===== src/rtl/bmm_pkg.sv =====
package bmm_pkg;

   localparam int BARCODE_W  = 64;
   localparam int INDEX_W    = 16;
   localparam int STATUS_W   = 2;
   localparam int LIMIT_W    = 2;
   localparam int BASES_W    = 6;
   localparam int DIST_W     = 3;
   localparam int CSR_IDX_W  = 1;
   localparam int CSR_DATA_W = 6;

   localparam logic [BASES_W-1:0] MAX_BASES = 6'd32;
   localparam logic [INDEX_W-1:0] NO_INDEX  = 16'hFFFF;

   localparam logic CMD_LOAD  = 1'b0;
   localparam logic CMD_QUERY = 1'b1;

   localparam logic [CSR_IDX_W-1:0] REG_MISMATCH_LIMIT = 1'd0;
   localparam logic [CSR_IDX_W-1:0] REG_BASE_COUNT     = 1'd1;

   localparam logic [LIMIT_W-1:0] RESET_LIMIT = 2'd1;
   localparam logic [BASES_W-1:0] RESET_BASES = 6'd10;

   localparam logic [STATUS_W-1:0] LS_OK       = 2'd0;
   localparam logic [STATUS_W-1:0] LS_CONFLICT = 2'd1;
   localparam logic [STATUS_W-1:0] LS_FULL     = 2'd2;

   // item broadcast to every cell while it walks the row
   typedef struct packed {
      logic                 cmd;
      logic                 ovw;
      logic [DIST_W-1:0]    maxd;
      logic [BARCODE_W-1:0] code;
      logic [BARCODE_W-1:0] mask;
      logic [INDEX_W-1:0]   pidx;
   } bcast_type;

   // search token handed from cell to cell
   typedef struct packed {
      logic               active;
      logic               hit;
      logic               stored;
      logic [INDEX_W-1:0] idx;
   } token_type;

endpackage


===== src/rtl/bmm_cell.sv =====
module bmm_cell import bmm_pkg::*; (
   input  logic      clock,
   input  logic      reset,
   input  bcast_type bc,
   input  token_type tok_prev,
   output token_type tok_out
);

   logic [BARCODE_W-1:0] bar_ff;
   logic [INDEX_W-1:0]   idx_ff;
   logic                 vld_ff;
   token_type            tok_ff;
   token_type            tok_in;
   logic                 open;
   logic                 match;
   logic                 wr_idx;
   logic                 wr_new;

   // 1 when fewer than maxd+1 bases differ
   function automatic logic near_enough(input logic [BARCODE_W-1:0] x,
                                        input logic [DIST_W-1:0] maxd);
      logic [2:0] grp [0:7];
      logic [5:0] sum;
      begin
         for (int g = 0; g < 8; g++) begin
            grp[g] = 3'd0;
            for (int k = 0; k < 4; k++) begin
               grp[g] = grp[g] + {2'd0, x[8*g+2*k] | x[8*g+2*k+1]};
            end
         end
         sum = 6'd0;
         for (int g = 0; g < 8; g++) begin
            sum = sum + {3'd0, grp[g]};
         end
         near_enough = (sum <= {3'd0, maxd});
      end
   endfunction

   always_comb begin
      match  = vld_ff && near_enough((bc.code ^ bar_ff) & bc.mask, bc.maxd);
      open   = tok_prev.active && !tok_prev.hit && !tok_prev.stored;
      tok_in = tok_prev;
      wr_idx = 1'b0;
      wr_new = 1'b0;
      if (open) begin
         if (match) begin
            tok_in.hit = 1'b1;
            tok_in.idx = idx_ff;
            wr_idx     = (bc.cmd == CMD_LOAD) && bc.ovw;
         end else if (!vld_ff && bc.cmd == CMD_LOAD) begin
            // first free slot: entries fill from the head of the row
            tok_in.stored = 1'b1;
            wr_new        = 1'b1;
         end
      end
   end

   always_ff @(posedge clock) begin
      if (reset) begin
         vld_ff <= 1'b0;
         tok_ff <= '0;
      end else begin
         tok_ff <= tok_in;
         if (wr_new) begin
            vld_ff <= 1'b1;
         end
      end
   end

   always_ff @(posedge clock) begin
      if (wr_new) begin
         bar_ff <= bc.code;
      end
      if (wr_new || wr_idx) begin
         idx_ff <= bc.pidx;
      end
   end

   assign tok_out = tok_ff;

endmodule


===== config.mk =====
export PLATFORM = sky130hd
export DESIGN_NAME = bmm_cell
export DESIGN_NICKNAME = d
export VERILOG_FILES = /design/src/rtl/bmm_pkg.sv /design/src/rtl/bmm_cell.sv
export SDC_FILE = /design/constraint.sdc
export NUM_CORES = 1
export LEC_CHECK = 0
export BUFFER_PORTS_ARGS = -buffer_cell sky130_fd_sc_hd__buf_2
export CAP_MARGIN = 5
export CORE_UTILIZATION = 44
export DETAILED_ROUTE_END_ITERATION = 10
export PLACE_DENSITY = 0.75
export SLEW_MARGIN = 40
export SYNTH_ARGS = -nofsm -noshare
export SYNTH_HDL_FRONTEND = slang
export SYNTH_SLANG_ARGS = --single-unit

===== constraint.sdc =====
create_clock -name clock -period 8.2 [get_ports clock]
set_input_delay 1.23 -clock clock [delete_from_list [all_inputs] [get_ports clock]]
set_output_delay 1.23 -clock clock [all_outputs]
set_load 0.02 [all_outputs]

Yosys cells after proc, flatten, opt, wreduce, memory -nomap -nowiden
Cells that the tools add are included.

Flip-flop bits (word level): 100. Bits of input ports: 170. Output and inout port bits: 19. Word-level logic and storage cells: 93.

$add $sub $neg: 31. Order comparisons: 1. Multiplexer cells: 10. Bitwise operators: 35. Reduce and logical (&&, ||, !) cells: 9.

Operators with widths (number): bitwise AND 64 bit (1); bitwise XOR 64 bit (1); OR 1 bit (32); adder 2 x 1 -> 3 bit (8); adder 3 x 1 -> 3 bit (8); adder 6 x 3 -> 6 bit (4); 2-to-1 mux 18 bit (1); adder 1 x 1 -> 2 bit (8); 2-to-1 mux 16 bit (1); 2-to-1 mux 1 bit (8); adder 5 x 3 -> 6 bit (1); less-or-equal comparator 6 x 3 -> 1 bit (1); adder 4 x 3 -> 5 bit (1); logical AND 1 bit (5); adder 3 x 3 -> 4 bit (1); zero test 1 bit (3); logical OR 1 bit (1); inverter 1 bit (1).

Depth between registers and ports, before layout
Gate-level depths: netlist of the first run.

Word-level depth: 18. Depth in mapped cells: 22. Mapped depth without buffers: 20.

Least setup slack after synthesis of the first run
OpenSTA, ideal clock, no wires.

Path type: input -> register. Start: in bc[98] (netlist name). End: reg idx_ff[0], enable pin. Library setup time: 0.414 ns. Data arrival time: 7.344 ns. Data required time: 7.786 ns. Slack: 0.442 ns. Cell stages on the path: 18. Buffers on the path: 0. Path through: xor2_1 a22o_1 fa_1 inv_1 fa_1 fa_1 fa_1 fa_1 inv_1 fa_1 ha_1 inv_1 fa_1 inv_1 ha_1 a211oi_1 o221ai_1 a21boi_0.

Word-level cells in the longest chain between the ends: 17. Elaborated cells between the ends (all ways): 19. Classes of those cells: add/sub: 9; order compare: 1; mux: 4; bitwise: 3; reduce/logical: 2.

Ends and longest elaborated chain: start, declared (RTL line bmm_cell.sv:4) `input bcast_type bc,`; bitwise XOR 64 bit (*) (RTL line bmm_cell.sv:40) `match = vld_ff && near_enough((bc.code ^ bar_ff) & bc.mask, bc.maxd);`; bitwise AND 64 bit (*) (RTL line bmm_cell.sv:40); OR 1 bit (*) (RTL line bmm_cell.sv:28) `grp[g] = grp[g] + {2'd0, x[8*g+2*k] | x[8*g+2*k+1]};`; adder 1 x 1 -> 2 bit (*) (RTL line bmm_cell.sv:28); adder 2 x 1 -> 3 bit (*) (RTL line bmm_cell.sv:28); adder 3 x 1 -> 3 bit (*) (RTL line bmm_cell.sv:28); adder 4 x 3 -> 5 bit (*) (RTL line bmm_cell.sv:33) `sum = sum + {3'd0, grp[g]};`; adder 5 x 3 -> 6 bit (*) (RTL line bmm_cell.sv:33); adder 6 x 3 -> 6 bit (*) (4 in series) (RTL line bmm_cell.sv:33); less-or-equal comparator 6 x 3 -> 1 bit (*) (RTL line bmm_cell.sv:35) `near_enough = (sum <= {3'd0, maxd});`; logical AND 1 bit (*) (RTL line bmm_cell.sv:40); 2-to-1 mux 1 bit (RTL line bmm_cell.sv:46) `if (match) begin`; 2-to-1 mux 1 bit (RTL line bmm_cell.sv:45) `if (open) begin`; logical OR 1 bit (*) (RTL line bmm_cell.sv:74) `if (wr_new || wr_idx) begin`; end signal, assigned (RTL line bmm_cell.sv:75) `idx_ff <= bc.pidx;`; end, declared (RTL line bmm_cell.sv:10) `logic [INDEX_W-1:0] idx_ff;`.

Every way passes the cells marked *; elsewhere a longest branch is shown, timed or not. A chain may end at the register's enable or synchronous reset.

Worst setup path after layout of the first run
Start: in bc[98] (netlist name). End: reg idx_ff[12], enable pin.

The elaborated chain is that of the path after synthesis.

==> results.yml, run 1 <==
grt:
  grt_pass1_vias: 3425
  antenna_found_initial: 0
  grt_max_degree: 55
  grt_usage_pct: 17.7
  grt_pass1_wl_um: 15300
  overflow: 0
setup_path:
  r2r_start: "bar_ff[51]"
  ff2ff_setup_slack_ns: 1.90
  start_kind: "input port"
  critical_path_class: "input port to flip-flop"
  cp_max_fo: 16
  r2r_cells: 18
  cp_data_arrival_time_ns: 6.90
  end_kind: "flip-flop"
  required_ns: 8.26
  r2r-end: "idx_ff[12]"
clocking:
  clkSlewWorstSetupHoldPaths_ns: 0.09
  numCtsBuffers: 9
  clockBufferDepth: 2
  h-tree-depth: 3
  clk_latency_ns: 0.37
  cts-resized-gates: 0
  cts_tree: "yes"
  holdBufCountCts: 0
  root_buffer: "clkbuf_8"
  cts_setup_buffers: 0
  clock-sinks: 100
route:
  vias: 3192
  dr.pass1.iters: 4
  vias_per_cell: 4.74
  wire_per_inst_um: 14.2
  final_antenna_net_count: 0
  wirelength_um: 9560
  first_iter_violations: 48
  drc_errors: 0
synthesis:
  post_synth_inst_count: 332
  synth_edf_count: 80
  yosys_warnings: 0
  syn_area_per_cell_um2: 14.7
  synthesis.area_mm2: 0.00489
  syn_nets: 536
  synth_flop_cell: "edfxtp_1"
  ys_seq_area_share_pct: 57.3
  synth.distinct_cells: 31
  synthArstFlopShare_pct: 0
  synth_seq_cells: 100
sta:
  relSlewSlack_pct: 53.1
  min_period_over_period_pct: 83.4
  min_period_ns: 6.84
  setup_viol: 0
  timing.final.ws_setup_ns: 1.36
  slew_violations: 0
  max_freq_ghz: 0.146
  final.setup.tns_ns: 0
  skew_ns: 0.0108
  tightest_slew_ns: 0.703
  hold_violations: 0
  rsz0062_at_grt: "no"
pwr:
  clkPwrFrac_pct: 16.8
  pwr-share-seq_pct: 30.7
  combPwrFrac_pct: 52.5
  vdd.ir_drop.worst_uv: 278
  power.density_mw_per_mm2: 298
  power_uw: 1850
  power.internal_uw: 1140
  p_sw_share_pct: 38.1
  net-switching-power_uw: 704
  p_leak_uw: 0.00268
die:
  core_area_mm2: 0.0108
  die_area_mm2: 0.0115
  row_count: 38
  die_w_um: 107
  ios: 189
  die_y_um: 107
  initial_core_util_pct: 45.1
run:
  drv_cap: 0
min_path:
  hp-class: "flip-flop to flip-flop"
  holdPathEnd: "tok_out[8]"
  hold_start: "idx_ff[8]"
  hold_depth: 2
finish:
  final_nets: 733
  num-fill-cells: 947
  area_delta_synth_final_pct: 26.6
  layout-drive-gt1-share_pct: 39.3
  antenna_cells: 0
  final_cells: 674
placement:
  finalWeightedCongestion: 0.786
  port_buffers: 188
  placed_cells: 658
  place_ws_ns: 0.956
  dpl.hpwl_um: 7630
outcome:
  outcome: "finished, final reports clean"
-- worst max-delay path by stage --
stage | depth (start not counted) | slack [ns] | endpoint | startpoint
2_1_floorplan | 18 | 0.44 | idx_ff[0] | bc[98]
5_1_grt | 20 | 1.01 | idx_ff[12] | bc[98]
6_report | 20 | 1.36 | idx_ff[12] | bc[98]
4_1_cts | 19 | 1.34 | idx_ff[12] | bc[131]
3_3_place_gp | 19 | 1.09 | idx_ff[9] | bc[135]
3_5_place_dp | 19 | 0.96 | idx_ff[12] | bc[131]
-- cell usage after synthesis, drive strengths merged (2+ instances only) --
| master | instances | area share (%) |
|---|---|---|
| clkbuf | 3 | 0.23 |
| fa | 24 | 9.8 |
| mux2i | 16 | 3.3 |
| xor2 | 64 | 11 |
| nand2b | 32 | 4.1 |
| inv | 27 | 2.1 |
| dfxtp | 20 | 8.2 |
| nor2 | 5 | 0.38 |
| edfxtp | 80 | 49 |
| nor2b | 2 | 0.31 |
| a22oi | 26 | 4.0 |
| a22o | 6 | 1.1 |
| buf | 2 | 0.64 |
| ha | 10 | 2.6 |
-- power by group through the flow --
stage | registers (µW) | logic [µW] | clock network [µW]
floorplan | 587 | 723 | 0
global placement | 578 | 915 | 0
detailed placement | 578 | 988 | 0
CTS | 567 | 993 | 322
global route | 568 | 1140 | 341
finish | 566 | 971 | 311
-- critical path, stage by stage --
cell	delay (ns)
buf_2	0.12
xor2_1	0.14
a22o_1	0.25
fa_1	0.53
inv_1	0.05
fa_1	0.56
fa_1	0.46
fa_1	0.48
fa_1	0.54
inv_1	0.05
fa_1	0.53
ha_1	0.16
inv_1	0.06
fa_1	0.47
inv_1	0.04
ha_1	0.28
a211oi_1	0.33
o221ai_1	0.18
a21boi_1	0.16
buf_4	0.25
-- sequential cells by signal, indices dropped and copies added, names as in the netlist --
register and count:
idx_ff 16, tok_out 19, bar_ff 64, vld_ff 1
-- cell families after synthesis --
kind of cell	after synthesis	synth area share (%)
compound gates	40	6.35
buf+inv	32	2.94
xor+xnor	65	11.6
mux	16	3.28
flops	100	57.3
simple gates	45	6.07
fa+ha+maj	34	12.4
-- cell type report --
type	instances	area, µm²	area share, %
Clock buffer	11	131	2.12
Clock inverter	5	62.6	1.01
Inverter	27	101	1.64
Multi-Input combinational cell	200	1950	31.6
Sequential cell	100	2800	45.3
Tap cell	140	175	2.83
Timing Repair Buffer	191	963	15.6
-- per-stage QoR --
stage,hold slack [ns],instance area [µm²],util (%)
6_report,0.528,6190,57.1
5_1_grt,0.569,6190,57.1
4_1_cts,0.532,6190,57.1
3_5_place_dp,0.510,6000,55.3
3_3_place_gp,0.496,5990,55.3
2_1_floorplan,0.482,4890,-
-- cell usage in the layout (no fill, tap or decap), types with 2 or more instances in the layout --
cell / synthesis / layout
a22o_1: 6 / 6
a22oi_1: 26 / 26
buf_2: 0 / 188
buf_4: 0 / 3
clkbuf_1: 3 / 2
clkbuf_8: 0 / 9
clkinv_4: 0 / 2
clkinvlp_4: 0 / 2
dfxtp_1: 20 / 20
edfxtp_1: 80 / 80
fa_1: 24 / 24
ha_1: 10 / 10
inv_1: 27 / 27
mux2i_1: 16 / 16
nand2b_1: 32 / 32
nor2_1: 5 / 5
xor2_1: 64 / 64
-- layer usage --
metal | vias up | global-route usage, % | routed length (µm)
met4 | 0 | 11.1 | 404
met2 | 108 | 30.0 | 4850
li1 | 1563 | - | -
met3 | 29 | 3.69 | 479
met5 | - | 0 | 0
met1 | 1492 | 20.5 | 3830
Note: power is estimated with default switching activity, not from simulation.
==> inputs of run 2 (changes only) <==
Settings changed: CORE_UTILIZATION 44 to 45, PLACE_DENSITY 0.75 to 0.74.
Clock period 8.2 ns to 6.9 ns, I/O delays scaled along.
==> results.yml, run 2 (same netlist as run 1, synthesis figures left out) <==
finish:
  antenna_cells: 0
  seqCellArea_mm2: 0.00280
  final_common_cell: "buf_2"
  finalInstanceArea_mm2: 0.00624
  largest_register_ffs: 64
  num-fill-cells: 840
  final_nets: 734
  area_delta_synth_final_pct: 27.6
  layout_common_cells: "188 x buf_2, 80 x edfxtp_1, 64 x xor2_1, 32 x nand2b_1, 27 x inv_1"
  layout-drive-gt1-share_pct: 39.8
  regMostFlops: "bar_ff"
  multi_input_area_mm2: 0.00195
setup_path:
  start_kind: "input port"
  worst_path_largest_cell_delay_ns: 0.55
  critical_path_class: "input port to flip-flop"
  cp_data_arrival_time_ns: 6.66
  path_cells: "buf_2 -> xor2_1 -> a22o_1 -> fa_1 -> inv_1 -> fa_1 -> fa_1 -> fa_1 -> fa_1 -> inv_1 -> fa_1 -> ha_1 -> inv_1 -> fa_1 -> inv_1 -> ha_1 -> a211oi_1 -> o221ai_1 -> a21boi_2 -> buf_12"
  cp_slowest_cell: "fa_1"
  worst_path_most_repeated_cell: "fa_1"
  cp_max_fo: 16
  end_kind: "flip-flop"
  required_ns: 6.97
clocking:
  clk_latency_ns: 0.36
  holdBufCountCts: 0
  clkSlewWorstSetupHoldPaths_ns: 0.09
  cts_setup_buffers: 0
  clockBufferDepth: 2
  numCtsBuffers: 9
  clock-sinks: 100
  h-tree-depth: 3
  cts_tree: "yes"
  cts-resized-gates: 0
  root_buffer: "clkbuf_8"
sta:
  relSlewSlack_pct: 64.1
  min_period_over_period_pct: 95.5
  rsz0062_at_grt: "no"
  final.setup.tns_ns: 0
  tightest_slew_ns: 0.538
  fin_hold_ws_ns: 0.521
  setup_viol: 0
  hold_violations: 0
  min_period_ns: 6.59
  slew_violations: 0
  max_freq_ghz: 0.152
  skew_ns: 0.0139
pwr:
  power_uw: 2190
  vdd.ir_drop.worst_uv: 263
  p_leak_uw: 0.00272
  power.density_mw_per_mm2: 351
min_path:
  hp-class: "flip-flop to flip-flop"
grt:
  grt_max_degree: 42
  grt.busiest_layer: "met2"
  grt_usage_pct: 17.9
  grt_pass1_vias: 3371
  antenna_found_initial: 0
  grt_pass1_wl_um: 15400
  gr-usage-met2_pct: 31.4
  met3_usage_pct: 3.92
  overflow: 0
  use_met1_pct: 21.4
placement:
  placed_area_mm2: 0.00602
  port_buffers: 188
  finalWeightedCongestion: 0.765
  dpl.hpwl_um: 7710
route:
  dr.pass1.iters: 4
  vias_per_cell: 4.71
  wirelength_um: 9530
  drc_errors: 0
  first_iter_violations: 129
  vias: 3161
  final_antenna_net_count: 0
  wire_per_inst_um: 14.2
die:
  initial_core_util_pct: 46.9
  core_area_mm2: 0.0104
  row_count: 37
  die_y_um: 106
  ios: 189
  die_area_mm2: 0.0113
  die_w_um: 106
run:
  drv_cap: 0
outcome:
  outcome: "finished, final reports clean"
-- run 2: cell type report --
type | instances | area share (%)
clock buffers | 14 | 3.29
flip-flops and latches | 100 | 44.9
multi-input cells | 200 | 31.3
inverters | 27 | 1.62
repair buffers | 192 | 16.0
well taps | 136 | 2.73
clock inverters | 2 | 0.181
-- run 2: through the flow --
stage	worst slack, ns	utilization [%]	cells
after global routing	0.0582	59.9	671
after detailed placement	-0.0741	57.8	655
after floorplan	0.0675	-	332
after CTS	0.313	59.9	671
final	0.308	59.9	671
after global placement	-0.00177	57.8	655
-- run 2: worst paths after layout --
kind / from / to / slack (ns) / depth (start not counted)
worst min-delay path: idx_ff[14] / tok_out[14] / 0.52 / 2
worst max-delay path: bc[98] / idx_ff[13] / 0.31 / 20
worst min register to register: idx_ff[14] / tok_out[14] / 0.52 / 2
worst max register to register: bar_ff[18] / idx_ff[13] / 0.68 / 19
-- run 2: power by group --
part           switching [µW]  internal, µW  total [µW]
Combinational             605           519        1120
Sequential               5.16           668         673
Clock                     195           195         390
-- run 2: routing by layer --
layer / part of all wire [%] / wire (µm)
met4: 2.0 / 187
met3: 5.2 / 498
met5: 0 / 0
met1: 41 / 3860
met2: 52 / 4980
-- run 2: critical path: cells and delay by family --
kind / cells / cell delay [ns]
buffers and inverters: 6 / 0.48
AO/OA/AOI/OAI: 4 / 0.95
XOR/XNOR: 1 / 0.14
adder cells (fa/ha/maj): 9 / 4.04
